==> src/sv/jsd_sqrt.sv <==
// Digit-by-digit integer square root, two radicand bits per cycle.
// No package dependencies.
module jsd_sqrt #(
    parameter int SQ_W = 52
) (
    input  logic                aclk,
    input  logic                aresetn,
    input  logic                start,
    input  logic [SQ_W-1:0]     x,
    output logic                done,
    output logic [SQ_W/2-1:0]   root
);

    localparam int HW   = SQ_W / 2;
    localparam int CNTW = $clog2(HW + 1);

    logic [SQ_W-1:0] x_reg;
    logic [HW:0]     rem_reg;
    logic [HW-1:0]   root_reg;
    logic [CNTW-1:0] cnt_reg;
    logic            busy_reg;
    logic            done_reg;

    logic [HW+2:0] rs;
    logic [HW+2:0] trial;
    logic [HW+2:0] diff;
    logic          ge;

    always_comb begin
        rs    = {rem_reg, x_reg[SQ_W-1:SQ_W-2]};
        trial = {1'b0, root_reg, 2'b01};
        diff  = rs - trial;
        ge    = (rs >= trial);
    end

    always_ff @(posedge aclk) begin
        if (!aresetn) begin
            busy_reg <= 1'b0;
            done_reg <= 1'b0;
            cnt_reg  <= '0;
        end else begin
            done_reg <= 1'b0;
            if (start) begin
                x_reg    <= x;
                rem_reg  <= '0;
                root_reg <= '0;
                cnt_reg  <= CNTW'(HW);
                busy_reg <= 1'b1;
            end else if (busy_reg) begin
                x_reg    <= {x_reg[SQ_W-3:0], 2'b00};
                rem_reg  <= ge ? diff[HW:0] : rs[HW:0];
                root_reg <= {root_reg[HW-2:0], ge};
                cnt_reg  <= cnt_reg - CNTW'(1);
                if (cnt_reg == CNTW'(1)) begin
                    busy_reg <= 1'b0;
                    done_reg <= 1'b1;
                end
            end
        end
    end

    assign done = done_reg;
    assign root = root_reg;

endmodule
==> config.mk <==
export PLATFORM = sky130hd
export DESIGN_NAME = jsd_sqrt
export DESIGN_NICKNAME = d
export VERILOG_FILES = /design/src/sv/jsd_sqrt.sv
export SDC_FILE = /design/constraint.sdc
export NUM_CORES = 1
export LEC_CHECK = 0
export BUFFER_PORTS_ARGS = -buffer_cell sky130_fd_sc_hd__buf_2
export CAP_MARGIN = 15
export CORE_UTILIZATION = 63
export CTS_BUF_LIST = sky130_fd_sc_hd__clkbuf_16
export CTS_CLUSTER_DIAMETER = 50
export DETAILED_ROUTE_END_ITERATION = 16
export PLACE_DENSITY = 0.86
export SLEW_MARGIN = 30
export SYNTH_ARGS = -nofsm -noshare
export SYNTH_HDL_FRONTEND = slang
export SYNTH_SLANG_ARGS = --single-unit
==> constraint.sdc <==
create_clock -name aclk -period 6.2 [get_ports aclk]
set_input_delay 0.93 -clock aclk [delete_from_list [all_inputs] [get_ports aclk]]
set_output_delay 0.93 -clock aclk [all_outputs]
set_load 0.01 [all_outputs]
Yosys cells after proc, flatten, opt, wreduce, memory -nomap -nowiden
Index checks and enable logic that the tools add are counted.
{ "totals": {"regBits": 112, "in_bits": 55, "output_inout_bits": 27, "wordCells": 28} }
{ "op_classes": {"addsub": 2, "order_cmp": 1, "eq_ne": 1, "muxes": 11, "n_bitwise": 2, "n_reduce_logical": 4} }
{ "ops": {"columns": ["op", "count"], "rows": [
  ["52-bit 2-to-1 mux", 2],
  ["27-bit 2-to-1 mux", 2],
  ["29-bit by 28-bit greater-or-equal comparator with 1-bit output", 1],
  ["27-bit subtractor", 1],
  ["26-bit 2-to-1 mux", 1],
  ["5-bit 2-to-1 mux", 2],
  ["5-bit by 1-bit == test with 1-bit output (second input constant)", 1],
  ["5-bit by 1-bit subtractor with 5-bit output (second input constant)", 1],
  ["1-bit 2-to-1 mux", 4],
  ["3-bit OR reduction", 1],
  ["1-bit NOT", 2],
  ["2-bit AND reduction", 1],
  ["2-bit nonzero test", 1],
  ["2-bit OR reduction", 1]
]} }

Logic depth before layout (Yosys ltp)
{ "logic_depth": {"depth_word": 4, "mapped_depth": 13, "ltp_nobuf": 11} }

Worst setup path before layout
OpenSTA, ideal clock, no wires.
{ "synth_path": {"path_kind": "input to register", "startpoint": "in start", "endpoint": "reg busy_reg", "setup_ps": 69, "arrival_time_ps": 4198, "setup_slack_ps": 1933, "stages": 4, "cell_sequence": "clkbuf_1 clkbuf_1 o21a_1 o41a_1"} }
{ "synth_between": {"elab_chain_cells": 1} }
{ "synth_rtl": {"columns": ["element", "line_no", "source"], "rows": [
  ["from (decl)", "8", "input logic start,"],
  ["1-bit 2-to-1 mux", "43", "if (start) begin"],
  ["to (signal assigned)", "38", "busy_reg <= 1'b0;"],
  ["to (signal assigned)", "48", "busy_reg <= 1'b1;"],
  ["to (signal assigned)", "55", "busy_reg <= 1'b0;"],
  ["to (decl)", "21", "logic busy_reg;"]
]} }
Every way passes these cells.
A chain may end at the register's enable or synchronous reset.

Worst setup path in the final report
{ "layout_path": {"startpoint": "reg rem_reg[12]", "endpoint": "reg rem_reg[13] (data pin)"} }
{ "layout_between": {"elab_chain_cells": 3} }
{ "layout_rtl": {"columns": ["element", "line_no", "source"], "rows": [
  ["from (decl)", "18", "logic [HW:0] rem_reg;"],
  ["from (signal assigned)", "51", "rem_reg <= ge ? diff[HW:0] : rs[HW:0];"],
  ["29-bit by 28-bit greater-or-equal comparator with 1-bit output", "33", "ge = (rs >= trial);"],
  ["27-bit 2-to-1 mux", "51", null],
  ["27-bit 2-to-1 mux", "49", "end else if (busy_reg) begin"]
]} }
Every way passes these cells. The select of a mux whose other input is x is not followed.

==> results.ini <==
[outcome]
run_status = completed

[global_routing]
grt_start_max_net_pins = 93
grt_overflow_total = 0
antenna_found_initial = 0
grt_pass1_vias = 4206
grt_pass1_wl_microns = 19000
gr-usage-all-layers = 0.241

[critical_path]
cp.required_ns = 6.27
worstSetupPathType = flop to flop
path_max_fanout = 17
regToRegSetupSlack_ns = 2.59
critPathLaunchType = flop
r2r_cells = 10
worstPathArrival_ns = 3.69
rr_endpoint = rem_reg[13]
cp-end-kind = flop
reg2reg_from = rem_reg[12]

[sta]
fin_setup_tns_ns = 0
drv_slew = 0
period_minus_slack_ns = 3.61
hold_viol_final = 0
finClkSkew_ns = 0.00767
period_share = 0.583
setup_ws_ns = 2.59
max_slew.worst_pin.slew_ns = 0.853
max_freq_mhz = 277
grt_setup_unrepaired = false
slew_headroom = 0.431
setup_viol = 0

[floorplanning]
initial_utilization = 0.659
dieArea_sq_um = 10200
ios = 82
coreArea_sq_um = 9330
rows = 35
fp.dieW_microns = 101
die_y_microns = 101

[cts]
htree_levels = 3
postCtsSetupRepairBufs = 0
cts_buffers = 9
clock_sinks = 112
cts_hold_buf = 0
cts-resized-gates = 0
path_clk_slew_ns = 0.08
clk_latency_ns = 0.35
root_buffer = clkbuf_16
clock_path_buffers = 2
cts_tree = yes

[final_layout]
final_common_cell = edfxtp_1
layout-drive-gt1-share = 0.277
final_cells = 718
mostFrequentLayoutCells = 105 x edfxtp_1, 80 x buf_2, 68 x nor2_1
area_growth_pct = 13.0
largest_reg_flops = 52
nets = 669
diodes = 0
finish.utilization = 0.744

[synthesis]
synth_cells = 510
ys_ff_latch = 112
synth_cell_types = 57
syn_area_per_cell_sq_um = 12.0
synth-main-ff-cell = edfxtp_1
synth_area_sq_um = 6140
async_flop_share = 0
syn_nets = 595
yosys_warnings = 0
synth_edf_count = 105
synth_seq_area_share = 0.536

[drt]
drc = 0
drt_pass1_iterations = 5
routed-via-count = 4160
ant_nets = 0
wl_per_cell_microns = 16.1
viasPerCell = 5.79
first_iter_violations = 193
drt-total-wl_microns = 11500

[place]
dp.cells = 702
post-dp-hpwl_microns = 7950
io_buffers = 81
pre_cts_slack_ns = 2.60
gp_congestion = 0.880

[power_and_ir_drop]
power_leakage_nw = 2.81
powerDensity_nw_per_um2 = 283
ir_drop_mv = 0.220

[hold_path]
hold_path_startpoint = cnt_reg[3]
hold_class = flop to flop
hold_depth = 1
min_to = done

[flow_run]
drv_cap = 0

[synthesized netlist by cell type (4+ instances only)]
library cell / n / share of area
nor3_1: 6 / 0.0049
o21ai_0: 22 / 0.018
edfxtp_1: 105 / 0.51
and2_1: 4 / 0.0041
clkbuf_1: 11 / 0.0067
nand2b_1: 4 / 0.0041
nor2b_1: 5 / 0.0051
mux2_2: 50 / 0.092
or3_1: 4 / 0.0041
o21a_1: 9 / 0.011
a21oi_1: 26 / 0.021
xnor2_1: 15 / 0.021
nand3_1: 7 / 0.0057
a211oi_2: 4 / 0.0081
nor2_1: 68 / 0.042
buf_1: 6 / 0.0037
nand2_1: 16 / 0.0098
ha_1: 30 / 0.061
xor2_1: 9 / 0.013
inv_1: 33 / 0.020
mux2i_1: 19 / 0.031
dfxtp_1: 7 / 0.023
[critical path: stages (launching register included)]
cell	delay, ns
edfxtp_1	0.40
ha_1	0.38
and3_1	0.27
and3_1	0.22
nand2_1	0.09
or3_1	0.37
o21ai_1	0.29
or3_1	0.60
buf_4	0.42
mux2i_1	0.24
nor2_1	0.06
[metrics by stage]
stage / hold WS [ns] / power, W / cell area (sq um)
6_report: 0.513 / 0.00197 / 6940
5_1_grt: 0.530 / 0.00205 / 6940
4_1_cts: 0.510 / 0.00197 / 6940
3_5_place_dp: 0.496 / 0.00137 / 6620
3_3_place_gp: 0.484 / 0.00135 / 6620
2_1_floorplan: 0.463 / 0.00128 / 6140
[cell type report]
cell class	instances	area [sq um]
clock buffer	9	225
clock inverter	7	95.1
fill	646	2390
inverter	33	124
multi-input combinational	344	2610
sequential	112	3290
tap	129	161
timing repair buffer	84	434
[report_power, final]
group | internal, W | leakage, nW | switching [W]
Sequential | 0.000902 | 1.07 | 0.0000266
Combinational | 0.000190 | 1.59 | 0.000246
Clock | 0.000295 | 0.151 | 0.000309
[cell families (layout without fill, tap and decap cells)]
family	Yosys count	count (layout)	share of synthesized area
adder cells (fa/ha/maj)	30	30	0.0611
AO/OA/AOI/OAI	91	91	0.106
XOR/XNOR	24	24	0.0342
AND/OR/NAND/NOR	130	130	0.0990
buffers and inverters	54	133	0.0407
flip-flops	112	112	0.536
multiplexers	69	69	0.123
[how the worst max path moves through the flow]
stage / from / endpoint / slack (ns) / depth (start not counted)
final: rem_reg[12] / rem_reg[13] / 2.59 / 10
after global routing: root[12] / rem_reg[5] / 2.33 / 11
after CTS: root[12] / rem_reg[5] / 2.57 / 11
after detailed placement: root[12] / rem_reg[14] / 2.60 / 11
after global placement: rem_reg[12] / rem_reg[4] / 2.74 / 10
after floorplan: start / busy_reg / 1.93 / 4
[layer usage]
metal	global-route usage	vias up	routed length (microns)
li1	-	2013	-
met1	0.290	1989	4870
met2	0.421	138	5830
met3	0.0610	20	650
met4	0.0847	0	187
met5	0	-	0
Power figures use the tool's default switching activity.
