--- config.mk ---
export PLATFORM = sky130hd
export DESIGN_NAME = jsd_div
export DESIGN_NICKNAME = d
export VERILOG_FILES = /design/src/sv/jsd_pkg.sv /design/src/sv/jsd_div.sv
export SDC_FILE = /design/constraint.sdc
export NUM_CORES = 1
export LEC_CHECK = 0
export ABC_CLOCK_PERIOD_IN_PS = 4600
export BUFFER_PORTS_ARGS = -buffer_cell sky130_fd_sc_hd__buf_4
export CAP_MARGIN = 15
export CELL_PAD_IN_SITES_DETAIL_PLACEMENT = 0
export CELL_PAD_IN_SITES_GLOBAL_PLACEMENT = 2
export CORE_MARGIN = 1.5
export CORE_UTILIZATION = 38
export CTS_BUF_LIST = sky130_fd_sc_hd__clkbuf_4
export CTS_CLUSTER_SIZE = 8
export DETAILED_ROUTE_END_ITERATION = 10
export PLACE_DENSITY = 0.84
export SYNTH_ARGS = -nofsm -noshare
export SYNTH_HDL_FRONTEND = slang
export SYNTH_SLANG_ARGS = --single-unit
--- constraint.sdc ---
create_clock -name aclk -period 4.6 [get_ports aclk]
set_clock_uncertainty 0.2 [all_clocks]
set_input_delay 0.69 -clock aclk [delete_from_list [all_inputs] [get_ports aclk]]
set_output_delay 0.69 -clock aclk [all_outputs]
set_load 0.02 [all_outputs]
--- src/sv/jsd_pkg.sv ---
// Shared constants for the Jensen-Shannon pairwise distance core.
// No dependencies; imported by the core, jsd_div and jsd_log (jsd_sqrt does not import it).
package jsd_pkg;

    // Fixed-point layout
    localparam int FRAC_BITS = 24;
    localparam int PROB_W    = 25;   // Q1.24 probability, value up to 1.0
    localparam int MIX_W     = 26;   // Q2.24 mixture p + q
    localparam int LOG_W     = 30;   // signed Q6.24 log2
    localparam int COUNT_W   = 32;   // one matrix entry

    // Register file
    localparam int ROWS_CFG_W = 9;
    localparam int COLS_CFG_W = 4;
    localparam logic REG_ROWS = 1'b0;
    localparam logic REG_COLS = 1'b1;

    // Result fields
    localparam int COL_OUT_W = 3;
    localparam int DIST_W    = 16;
    localparam logic [DIST_W-1:0] DIST_MAX = 16'hFFFF;

endpackage

--- src/sv/jsd_div.sv ---
// Serial restoring divider: quo = floor(num * 2^24 / den), one bit per cycle.
// Requires num <= den and den > 0. Depends on jsd_pkg.
module jsd_div
    import jsd_pkg::*;
#(
    parameter int SUM_W = 40
) (
    input  logic                 aclk,
    input  logic                 aresetn,
    input  logic                 start,
    input  logic [COUNT_W-1:0]   num,
    input  logic [SUM_W-1:0]     den,
    output logic                 done,
    output logic [PROB_W-1:0]    quo
);

    logic [SUM_W-1:0]  rem_reg;
    logic [SUM_W-1:0]  den_reg;
    logic [PROB_W-1:0] nb_reg;
    logic [PROB_W-1:0] q_reg;
    logic [4:0]        cnt_reg;
    logic              busy_reg;
    logic              done_reg;

    logic [SUM_W:0] r2;
    logic [SUM_W:0] diff;
    logic           ge;

    // one trial subtract per cycle
    always_comb begin
        r2   = {rem_reg, nb_reg[PROB_W-1]};
        diff = r2 - {1'b0, den_reg};
        ge   = (r2 >= {1'b0, den_reg});
    end

    always_ff @(posedge aclk) begin
        if (!aresetn) begin
            busy_reg <= 1'b0;
            done_reg <= 1'b0;
            cnt_reg  <= '0;
        end else begin
            done_reg <= 1'b0;
            if (start) begin
                // top 31 numerator bits are below den, so no quotient bit there
                rem_reg  <= SUM_W'(num >> 1);
                nb_reg   <= {num[0], {(PROB_W-1){1'b0}}};
                den_reg  <= den;
                cnt_reg  <= 5'(PROB_W);
                busy_reg <= 1'b1;
            end else if (busy_reg) begin
                rem_reg <= ge ? diff[SUM_W-1:0] : r2[SUM_W-1:0];
                nb_reg  <= {nb_reg[PROB_W-2:0], 1'b0};
                q_reg   <= {q_reg[PROB_W-2:0], ge};
                cnt_reg <= cnt_reg - 5'd1;
                if (cnt_reg == 5'd1) begin
                    busy_reg <= 1'b0;
                    done_reg <= 1'b1;
                end
            end
        end
    end

    assign done = done_reg;
    assign quo  = q_reg;

endmodule

## Yosys cells after proc, flatten, opt, wreduce, memory -nomap -nowiden

Index checks and enable logic that the tools add are counted.

- Bits of input ports: 75
- Register bits after elaboration: 136
- Output and inout port bits: 26

- Bitwise operators: 3
- Multiplexer cells: 11
- Magnitude comparators: 1
- Add/sub/neg operators: 2
- Reductions and logical operators: 6
- Equality and inequality tests: 1

Operators by type and width:

| cell | count |
|---|---|
| 40-bit 2-to-1 mux | 2 |
| 25-bit 2-to-1 mux | 2 |
| 41-bit by 40-bit >= comparator with 1-bit output | 1 |
| 40-bit subtractor | 1 |
| 31-bit 2-to-1 mux | 1 |
| 5-bit 2-to-1 mux | 2 |
| 5-bit by 1-bit == test with 1-bit output (second input constant) | 1 |
| 5-bit by 1-bit subtractor with 5-bit output (second input constant) | 1 |
| 1-bit 2-to-1 mux | 4 |
| 2-bit AND reduction | 2 |
| 1-bit inverter | 3 |
| 3-bit AND reduction | 1 |
| 3-bit OR reduction | 1 |
| 2-bit nonzero test | 1 |
| 2-bit OR reduction | 1 |

## Longest topological paths before layout

- Word-level depth: 4
- Depth in mapped cells: 15
- Depth with buffers taken out: 11

## Least setup slack after synthesis

Ideal clock, no wire load.

- Kind: register -> register
- Start point: register rem_reg[23]
- End point: register rem_reg[10] (data pin)
- Cell stages (with the launch flop): 13
- Data required time: 4.140 ns
- Clock period less this slack: 3.264 ns
- Arrival: 2.804 ns
- Path buffers: 3
- Path slack: 1.336 ns
- Cell sequence: edfxtp_1 > ha_1 > buf_2 > nand4_1 > or3_1 > a2111oi_4 > nor4_4 > or2_1 > buf_6 > inv_2 > buf_6 > mux2_4 > mux2_2

- Cells in the longest elaborated chain, start to end: 4

Ends and longest elaborated chain:

| element | line | RTL |
|---|---|---|
| start, declared | jsd_div.sv:17 | `logic [SUM_W-1:0] rem_reg;` |
| start signal, assigned | jsd_div.sv:45 | `rem_reg <= SUM_W'(num >> 1);` |
| start signal, assigned | jsd_div.sv:51 | `rem_reg <= ge ? diff[SUM_W-1:0] : r2[SUM_W-1:0];` |
| 41-bit by 40-bit >= comparator with 1-bit output | jsd_div.sv:33 | `ge = (r2 >= {1'b0, den_reg});` |
| 40-bit 2-to-1 mux | jsd_div.sv:51 |  |
| 40-bit 2-to-1 mux | jsd_div.sv:50 | `end else if (busy_reg) begin` |
| 31-bit 2-to-1 mux | jsd_div.sv:43 | `if (start) begin` |

Every way passes these cells. The select of a mux whose other input is x is not followed.
A chain may end at the register's enable or synchronous reset.

## Final worst setup path

- Start point: register rem_reg[27]
- End point: register rem_reg[35] (data pin)

- Cells in the longest elaborated chain, start to end: 3
- Elaborated cells on any way between the ends: 4
- Classes of those cells: 1 x add/sub; 1 x order compare; 2 x mux

Ends and longest elaborated chain:

| element | line |
|---|---|
| 40-bit subtractor or 41-bit by 40-bit >= comparator with 1-bit output (tied branches) | jsd_div.sv:32, jsd_div.sv:33 |
| 40-bit 2-to-1 mux * | jsd_div.sv:51 |
| 40-bit 2-to-1 mux * | jsd_div.sv:50 |

Mark *: on every way between the ends. The rest lies on a longest branch, timed or not. The select of a mux whose other input is x is not followed.

==> metrics.txt <==
Fillers=1,787; Final TNS setup=0 ns; slowest stage delay, CP=0.47 ns; clk sinks=113; status=finished clean; core area=18,000 sq um; Comb pwr share=31.4%; fmax=265 MHz; top_reg_cell synth=edfxtp_1; peak supply drop=0.162 mV; sequential area share after synthesis=47.4%; post-CTS setup buffer count=0; Tcrit/Tclk final=81.9%; vias in the first global route=5,642; input/output buffers=100; startpoint types=register; Net Sw Power=967 uW; post-synth net total=795; Clock Root Buffer=clkbuf_4; synth unique cells=66; die height=139 um; most frequent cells in the layout=edfxtp_1 (106), buf_4 (105), nand2_1 (60); final hold viol count=0; Max-Cap Viols=0; Critical Path RT=4.67 ns; Power Dens Cells=363 nW/um^2; Detailed Routing Iterations Pass 1=4; placed wire-length estimate=12.5 mm; Die ar.=19,300 sq um; I/O pin cnt=101; Ys Warns=0; max-slew headroom at the worst pin=32.9%; gpl congestion=0.859; Async S/R FF share, synth=0%; via count=5,345; Mapped Area=7010 sq um; DRT iter0 DRCs=307; clock-pin slew on the worst setup and hold paths=0.12 ns; worst path arrival time=3.84 ns; CTS Buf Count=17; sequential share of power=42.4%; # rows=49; crit-path max FO=18; maximum clock insertion buffer count=2; Final Setup Violations=0; layout cells sized above 1=20.8%; sequential cell area=3320 sq um; H-tree depth=4; most common cell after layout, fill and taps aside=edfxtp_1; synthesized flop and latch total=113; Clock power frac=26.2%; Clock Latency Late Sink=0.53 ns; number of enable flip-flop cells after synthesis=106; post-cts sizing count=0; dpl ws=0.797 ns; DRC=0; antenna violations before repair=1; Routed WL=16.8 mm; Worst-Margin Slew=1.01 ns; # hold bufs at CTS=0; kind of critical path=register to register; global route overflow=0; starting density of the core=38.9%; switching share of total power=32.4%; Pleak=0.00349 uW; antenna viol nets, final=0; Final min period=3.77 ns; Worst Slack Setup Final=0.831 ns; first-pass GRT wire length=27.9 mm; RSZ-0062 raised after global routing=no; crit end category=register; largest net degree at the start of global routing=53; Area Growth Syn to Fin=17.2%; syn avg cell area=10.4 sq um; CTS tree=done; CP Cell Sequence=ha_1, nand3_1, or3_1, a21oi_1, nor4_4, or2_1, inv_2, buf_4, nor3b_1, a311o_1; die width=139 um; Nets=888; Min-Delay Path Class=primary input to register; Cells after Synth=677; WL per Instance=16.6 um; P_int=2010 uW; all-layer global routing usage=17.9%; Crit-path slowest cell=or3_1; multi-input logic area=3290 sq um; Slew Limit Fails=0; Via density=5.28
power groups by stage:
stage,clock (uW),sequential (uW),combinational [uW]
5_1_grt,849,1270,1050
4_1_cts,807,1260,940
3_3_place_gp,0,1280,923
6_report,782,1260,936
2_1_floorplan,0,1280,710
3_5_place_dp,0,1290,933
kinds of logic (layout without fill, tap and decap cells):
logic type / count (synthesis) / count (layout) / synth area share, %
and+or+nand+nor: 187 / 187 / 13.7
AOI/OAI and AO/OA: 181 / 181 / 16.9
DFF: 113 / 113 / 47.4
buffers and inverters: 91 / 197 / 5.68
adders and majority gates: 43 / 43 / 7.78
xor gates and xnor gates: 33 / 33 / 4.12
muxes: 29 / 29 / 4.48
other: 0 / 1 / 0
worst max-delay path, delay by kind of cell, from the launching register on:
family | cells | cell delay (ns)
buffers and inverters | 2 | 0.67
AO/OA/AOI/OAI | 2 | 0.58
AND/OR/NAND/NOR | 5 | 1.20
flip-flops | 1 | 0.40
adder cells (fa/ha/maj) | 1 | 0.46
path summary, 6_finish.rpt:
path / endpoint / slack (ns) / depth (start not counted) / startpoint
worst max-delay path: rem_reg[35] / 0.83 / 10 / rem_reg[27]
worst min-delay path: den_reg[27] / 0.12 / 1 / den[27]
worst max register to register: rem_reg[35] / 0.83 / 10 / rem_reg[27]
worst min register to register: quo[9] / 0.25 / 0 / quo[8]
layout make-up:
class,instances,area share [%]
inverters,59,2.70
multi-input cells,473,40.1
flip-flops and latches,113,40.4
diodes,1,0.0305
clock buffers,19,1.74
clock inverters,13,1.75
repair buffers,106,9.78
well taps,229,3.49
cells in the mapped netlist, types with 8 or more instances:
cell      count  share of area [%]
ha_1         42                7.5
clkbuf_1     10               0.54
xnor2_1      20                2.5
xor2_1       13                1.6
mux2i_1      19                2.7
nand3_1      11               0.79
o21ai_0      38                2.7
nor2b_1       8               0.71
nand3b_1     10                1.1
edfxtp_1    106                 45
a21o_1       27                2.9
buf_2        14                1.0
nand2_1      60                3.2
a21oi_1      51                3.6
nor3_1       13               0.93
nand4_1      12                1.1
o21bai_1      9               0.96
nor2_1       34                1.8
inv_1        58                3.1
stage by stage:
| stage | std cells | util (%) | instance area, sq um | power [uW] | hold WS (ns) |
|---|---|---|---|---|---|
| CTS | 1011 | 45.5 | 8200 | 3010 | 0.0831 |
| detailed placement | 979 | 43.9 | 7910 | 2220 | 0.236 |
| global placement | 979 | 43.9 | 7910 | 2200 | 0.234 |
| floorplan | 677 | - | 7010 | 1990 | 0.268 |
| global route | 1013 | 45.6 | 8220 | 3170 | 0.0596 |
| finish | 1013 | 45.6 | 8220 | 2980 | 0.124 |
per-layer routing:
layer  GRT usage [%]  wire length [um]  up-vias
li1                -                 -     2671
met5               0                 0        -
met4            4.71               167        0
met3            4.32               626       11
met1            23.1              7910     2556
met2            30.2              8130      107
Note: power is estimated with default switching activity, not from simulation.
