`config.mk`:
```
export PLATFORM = sky130hd
export DESIGN_NAME = jsd_log
export DESIGN_NICKNAME = d
export VERILOG_FILES = /design/src/sv/jsd_pkg.sv /design/src/sv/jsd_log.sv
export SDC_FILE = /design/constraint.sdc
export NUM_CORES = 2
export LEC_CHECK = 0
export BUFFER_PORTS_ARGS = -buffer_cell sky130_fd_sc_hd__clkbuf_2
export CAP_MARGIN = 10
export CORE_MARGIN = 4
export CORE_UTILIZATION = 60
export CTS_CLUSTER_SIZE = 8
export DETAILED_ROUTE_END_ITERATION = 6
export PLACE_DENSITY = 0.78
export SETUP_SLACK_MARGIN = 0.02
export SYNTH_ARGS = -nofsm -noshare
export SYNTH_HDL_FRONTEND = slang
export SYNTH_SLANG_ARGS = --single-unit
```
`constraint.sdc`:
```
create_clock -name aclk -period 20.2 [get_ports aclk]
set_clock_uncertainty 0.05 [all_clocks]
set_input_delay 4.04 -clock aclk [delete_from_list [all_inputs] [get_ports aclk]]
set_output_delay 4.04 -clock aclk [all_outputs]
set_load 0.05 [all_outputs]
```
`src/sv/jsd_pkg.sv`:
```
// Shared constants for the Jensen-Shannon pairwise distance core.
// No dependencies; imported by the core, jsd_div and jsd_log (jsd_sqrt does not import it).
package jsd_pkg;

    // Fixed-point layout
    localparam int FRAC_BITS = 24;
    localparam int PROB_W    = 25;   // Q1.24 probability, value up to 1.0
    localparam int MIX_W     = 26;   // Q2.24 mixture p + q
    localparam int LOG_W     = 30;   // signed Q6.24 log2
    localparam int COUNT_W   = 32;   // one matrix entry

    // Register file
    localparam int ROWS_CFG_W = 9;
    localparam int COLS_CFG_W = 4;
    localparam logic REG_ROWS = 1'b0;
    localparam logic REG_COLS = 1'b1;

    // Result fields
    localparam int COL_OUT_W = 3;
    localparam int DIST_W    = 16;
    localparam logic [DIST_W-1:0] DIST_MAX = 16'hFFFF;

endpackage

```
`src/sv/jsd_log.sv`:
```
// Iterative fixed-point log2 unit: normalize one bit per cycle, then
// 24 squaring rounds, one fraction bit each; a zero input returns 0. Depends on jsd_pkg.
module jsd_log
    import jsd_pkg::*;
(
    input  logic                    aclk,
    input  logic                    aresetn,
    input  logic                    start,
    input  logic [MIX_W-1:0]        v,
    output logic                    done,
    output logic signed [LOG_W-1:0] res
);

    localparam logic [1:0] L_IDLE = 2'd0;
    localparam logic [1:0] L_NORM = 2'd1;
    localparam logic [1:0] L_SQ   = 2'd2;
    localparam logic [1:0] L_FIN  = 2'd3;

    logic [1:0]           phase_reg;
    logic [31:0]          y_reg;
    logic [4:0]           e_reg;
    logic [FRAC_BITS-1:0] frac_reg;
    logic [4:0]           cnt_reg;
    logic                 done_reg;
    logic [LOG_W-1:0]     res_reg;

    logic [61:0] sq;
    logic [31:0] yn;

    // squaring of the Q1.30 mantissa
    always_comb begin
        sq = y_reg[30:0] * y_reg[30:0];
        yn = sq[61:30];
    end

    always_ff @(posedge aclk) begin
        if (!aresetn) begin
            phase_reg <= L_IDLE;
            done_reg  <= 1'b0;
        end else begin
            done_reg <= 1'b0;
            unique case (phase_reg)
                L_IDLE: begin
                    if (start) begin
                        if (v == '0) begin
                            res_reg  <= '0;
                            done_reg <= 1'b1;
                        end else begin
                            y_reg     <= 32'(v);
                            e_reg     <= 5'd30;
                            phase_reg <= L_NORM;
                        end
                    end
                end
                L_NORM: begin
                    if (y_reg[30]) begin
                        cnt_reg   <= 5'(FRAC_BITS);
                        phase_reg <= L_SQ;
                    end else begin
                        y_reg <= {y_reg[30:0], 1'b0};
                        e_reg <= e_reg - 5'd1;
                    end
                end
                L_SQ: begin
                    y_reg    <= yn[31] ? {1'b0, yn[31:1]} : yn;
                    frac_reg <= {frac_reg[FRAC_BITS-2:0], yn[31]};
                    cnt_reg  <= cnt_reg - 5'd1;
                    if (cnt_reg == 5'd1) begin
                        phase_reg <= L_FIN;
                    end
                end
                L_FIN: begin
                    res_reg   <= {6'(e_reg) - 6'd24, frac_reg};
                    done_reg  <= 1'b1;
                    phase_reg <= L_IDLE;
                end
                default: phase_reg <= L_IDLE;
            endcase
        end
    end

    assign done = done_reg;
    assign res  = $signed(res_reg);

endmodule

```
# After elaboration in Yosys (flattened, before gate mapping)
# Index checks and enable logic that the tools add are counted.
# word_totals
in_bits	29
reg_bits	98
elab_cells	57
out_inout_bits	31
# classes
n_reduce_logical	13
n_mul	1
addsub	3
muxes	22
eq_ne	10
# ops
op	n
$mux W31	4
$pmux W31 S3	1
$mul A31 B31 Y62	1
$mux W30	2
$pmux W30 S2	1
$logic_not A26 Y1	1
$mux W5	4
$pmux W5 S2	2
$ne A2 B2 Y1 const B	6
$reduce_and A4 Y1	3
$reduce_and A5 Y1	2
$sub A5 B1 Y5 const B	2
$mux W2	4
$pmux W2 S4	1
$reduce_bool A2 Y1	3
$sub A5 B5 Y6 const B	1
$eq A5 B1 Y1 const B	1
$eq A2 B2 Y1 const B	2
$reduce_and A3 Y1	1
$reduce_bool A3 Y1	1
$eq A2 B1 Y1 const B	1
$logic_not A2 Y1	1
$mux W1	2
$pmux W1 S2	1
$reduce_and A2 Y1	1

# Longest topological paths before layout
# depth
word_depth	4
mapped_depth	31
mapped_depth_nobuf	27

# Worst setup path before layout
# OpenSTA, ideal clock, no wires.
# synth_timing
kind	reg2reg
start	register y_reg[25]
end	register y_reg[29], data pin
slack_ns	12.129
setup_time_ns	0.257
period_less_slack_ns	8.071
t_required_ns	19.893
path_buffers	2
path_stages_with_launch	28
arrival_ns	7.764
path_cell_list	edfxtp_1 > clkbuf_1 > clkbuf_1 > nand2_1 > fa_1 > fa_1 > inv_1 > fa_1 > inv_1 > fa_1 > inv_1 > fa_1 > fa_1 > fa_1 > inv_1 > fa_1 > inv_1 > ha_1 > a21o_1 > a21o_1 > a211oi_2 > nand4b_1 > o21ai_2 > o311ai_4 > a2111oi_4 > xnor2_2 > mux2_2 > a32o_1
# synth_via
elab_chain_len	3
# synth_rtl
element	line	source
start: declaration	jsd_log.sv:20	logic [31:0] y_reg;
start signal: assignment	jsd_log.sv:49	y_reg <= 32'(v);
start signal: assignment	jsd_log.sv:60	y_reg <= {y_reg[30:0], 1'b0};
start signal: assignment	jsd_log.sv:65	y_reg <= yn[31] ? {1'b0, yn[31:1]} : yn;
$mul A31 B31 Y62	jsd_log.sv:32	sq = y_reg[30:0] * y_reg[30:0];
$mux W31	jsd_log.sv:65	
$pmux W31 S3	jsd_log.sv:42	unique case (phase_reg)
# No other way between the ends.
# A chain may end at the register's enable or synchronous reset.

# Worst setup path in the final report
# layout_timing
start	register y_reg[17]
end	register y_reg[29], data pin
# The elaborated chain is that of the path after synthesis.

==> impl_metrics.yaml <==
run_status:
  status: "completed"
cts:
  clock_latency_ns: 0.35
  clk_path_buf_depth: 2
  cts_buffers: 9
  cts_tree: "built"
  cts_setup_buffers: 0
  clockRootBuffer: "clkbuf_16"
  cts.reportedPaths.clkPinSlew_ns: 0.07
  cts_sinks: 98
  ctsResizeCount: 0
  ctsHoldBuffers: 0
  ctsHtreeMaxLevel: 3
setup_path:
  required_ns: 20.25
  r2r_slack_ns: 10.42
  cp_max_fo: 35
  cp.arrival_ns: 9.82
  r2r_cells: 27
  r2r-end: "y_reg[29]"
  r2r-start: "y_reg[17]"
  critPathLaunch: "y_reg[17]"
  crit_type: "reg -> reg"
  worstSetupEndpointType: "register"
  crit_path_start_kind: "register"
sta:
  period_needed_ns: 9.779
  hold_viol: 0
  slew_viol_final: 0
  fin_crit_sh: 0.4841
  fin_tns_setup_ns: 0
  layout_setup_ws_ns: 10.42
  rsz0062_at_grt: "no"
  max_clock_freq_mhz: 102.3
  setup_violations: 0
  slew_headroom: 0.1961
  worst_pin_slew_ns: 1.206
logic_synthesis:
  yosys.area.top_type: "fa_1"
  synthTopCellsByArea: "fa_1, ha_1, inv_1"
  netlist.area_leader.share: 0.4777
  netlist-cell-type-count: 65
  yosysSeqAreaShare: 0.09305
  synthesis.nets: 4289
  ys_async_sr_fraction: 0
  synthFlopType: "edfxtp_1"
  yosysMostFrequentCell: "inv_1"
  syn_inst: 3234
  synth_edf_count: 95
  syn_avg_cell_area_um2: 9.679
  synth_seq_cells: 98
  ys_warn_count: 0
  synth_area_um2: 31300
  synth_commonest_cells: "inv_1, fa_1, nand2_1"
die:
  start_util: 0.6077
  core_area_um2: 51510
  die_x_um: 236.4
  num_io_pins: 60
  die_area_um2: 55890
  die_height_um: 236.4
  std_cell_rows: 83
placement:
  dp.final_hpwl_mm: 63.44
  place_ws_ns: 10.62
  globalplace.congestion: 0.9513
  port_buffers: 59
  dp.cells: 3882
  placed_cell_area_um2: 32240
final_layout:
  post-route-cell-area_um2: 32570
  final_nets: 4268
  nFillCells: 4029
  area_growth_pct: 4.053
  final_cells: 3897
  antennaDiodeCount: 0
  layout-drive-gt1-share: 0.03979
  largest_reg_flops: 31
global_routing:
  grt_antenna_before_repair: 2
  grt_pass1_vias: 25130
  overflow: 0
  grt_usage: 0.2939
  grt_pass1_wl_mm: 130.2
  grt_max_degree: 36
routing:
  drc_errors: 0
  drt-total-wl_mm: 78.81
  drt_iter0_drc: 1617
  vias: 22000
  post_drt_wl_per_cell_um: 20.22
  drt-pass1-iter-count: 7
  ant_nets: 0
  viasPerCell: 5.644
hold_path:
  worstHoldEndpoint: "frac_reg[18]"
  holdCritPathClass: "reg -> reg"
  hold_depth: 0
  hp-start: "frac_reg[17]"
flow_run:
  max-cap-violations: 0
[worst max path at each step]
stage                            to  depth (start not counted)  slack, ns
after floorplan           y_reg[29]                         27      12.13
after global placement    y_reg[29]                         25      10.85
after detailed placement  y_reg[29]                         27      10.62
after CTS                 y_reg[29]                         27      10.58
after global routing      y_reg[29]                         27      10.10
final                     y_reg[29]                         27      10.42
[per-stage QoR]
| stage | hold slack, ns | util |
|---|---|---|
| global route | 0.3952 | 0.6323 |
| global placement | 0.3719 | 0.6259 |
| floorplan | 0.3681 | - |
| finish | 0.3863 | 0.6323 |
| CTS | 0.3898 | 0.6323 |
| detailed placement | 0.3757 | 0.6259 |
[per-layer routing]
metal / GRT usage / wire length [um] / part of all wire / vias up
li1: - / - / - / 9528
met3: 0.05191 / 6473 / 0.082 / 313
met5: 0 / 13 / 0.00016 / -
met2: 0.4976 / 38990 / 0.49 / 1013
met1: 0.3628 / 28140 / 0.36 / 11140
met4: 0.1538 / 5189 / 0.066 / 2
[kinds of logic (layout without fill, tap and decap cells)]
group / after synthesis / after routing / share of synthesized area
multiplexers: 32 / 32 / 0.01031
AO/OA/AOI/OAI: 246 / 246 / 0.05160
AND/OR/NAND/NOR: 713 / 713 / 0.1106
flip-flops: 98 / 98 / 0.09305
XOR/XNOR: 62 / 62 / 0.01759
buffers and inverters: 1057 / 1040 / 0.1275
adder cells (fa/ha/maj): 1026 / 1026 / 0.5893
[worst max-delay path, stage by stage (launching register included)]
cell       delay (ns)
edfxtp_1         1.16
buf_4            0.47
inv_1            0.18
nor2_1           0.18
fa_1             0.47
fa_1             0.54
inv_1            0.07
fa_1             0.46
fa_1             0.53
inv_1            0.06
fa_1             0.44
fa_1             0.48
fa_1             0.49
inv_1            0.05
fa_1             0.47
inv_1            0.04
ha_1             0.38
a21oi_1          0.21
o21ai_1          0.15
a211oi_2         0.25
nand4b_1         0.14
o21ai_2          0.36
o311ai_4         0.14
a2111oi_4        0.49
xnor2_4          0.15
buf_4            0.48
mux2_2           0.40
a32o_1           0.25
[cell usage in the layout, fill, tap and decap left out, types with 4 or more instances in the layout]
| master | instances |
|---|---|
| xnor2_1 | 33 |
| nand2b_1 | 5 |
| xor2_1 | 28 |
| ha_1 | 279 |
| a21oi_1 | 82 |
| a22oi_1 | 18 |
| o31ai_1 | 4 |
| nor2b_1 | 13 |
| clkbuf_2 | 59 |
| or2_2 | 4 |
| fa_1 | 747 |
| o211ai_1 | 6 |
| nand3_1 | 24 |
| nand4_1 | 12 |
| a21o_1 | 16 |
| o21ai_0 | 29 |
| a221o_1 | 9 |
| nor3_1 | 26 |
| and3_1 | 8 |
| clkbuf_16 | 9 |
| edfxtp_1 | 95 |
| inv_1 | 929 |
| nor4_1 | 6 |
| mux2i_1 | 30 |
| a211oi_1 | 6 |
| o21bai_1 | 13 |
| nor2_1 | 69 |
| a31oi_1 | 5 |
| buf_4 | 35 |
| and2_1 | 226 |
| a31o_2 | 5 |
| nand2_1 | 309 |
| o21ai_1 | 25 |
[area by class of cell]
class	count	area (um^2)	area share
inverter	931	3495	0.1073
timing repair buffer	94	558.0	0.01713
clock buffer	10	229.0	0.007030
sequential	98	2913	0.08943
multi-input combinational	2079	24420	0.7498
clock inverter	5	102.6	0.003150
tap	680	850.8	0.02612
Power is left out: the tool's default activity adds up to more than one toggle a clock period on the data nets, which glitch-free logic cannot reach.
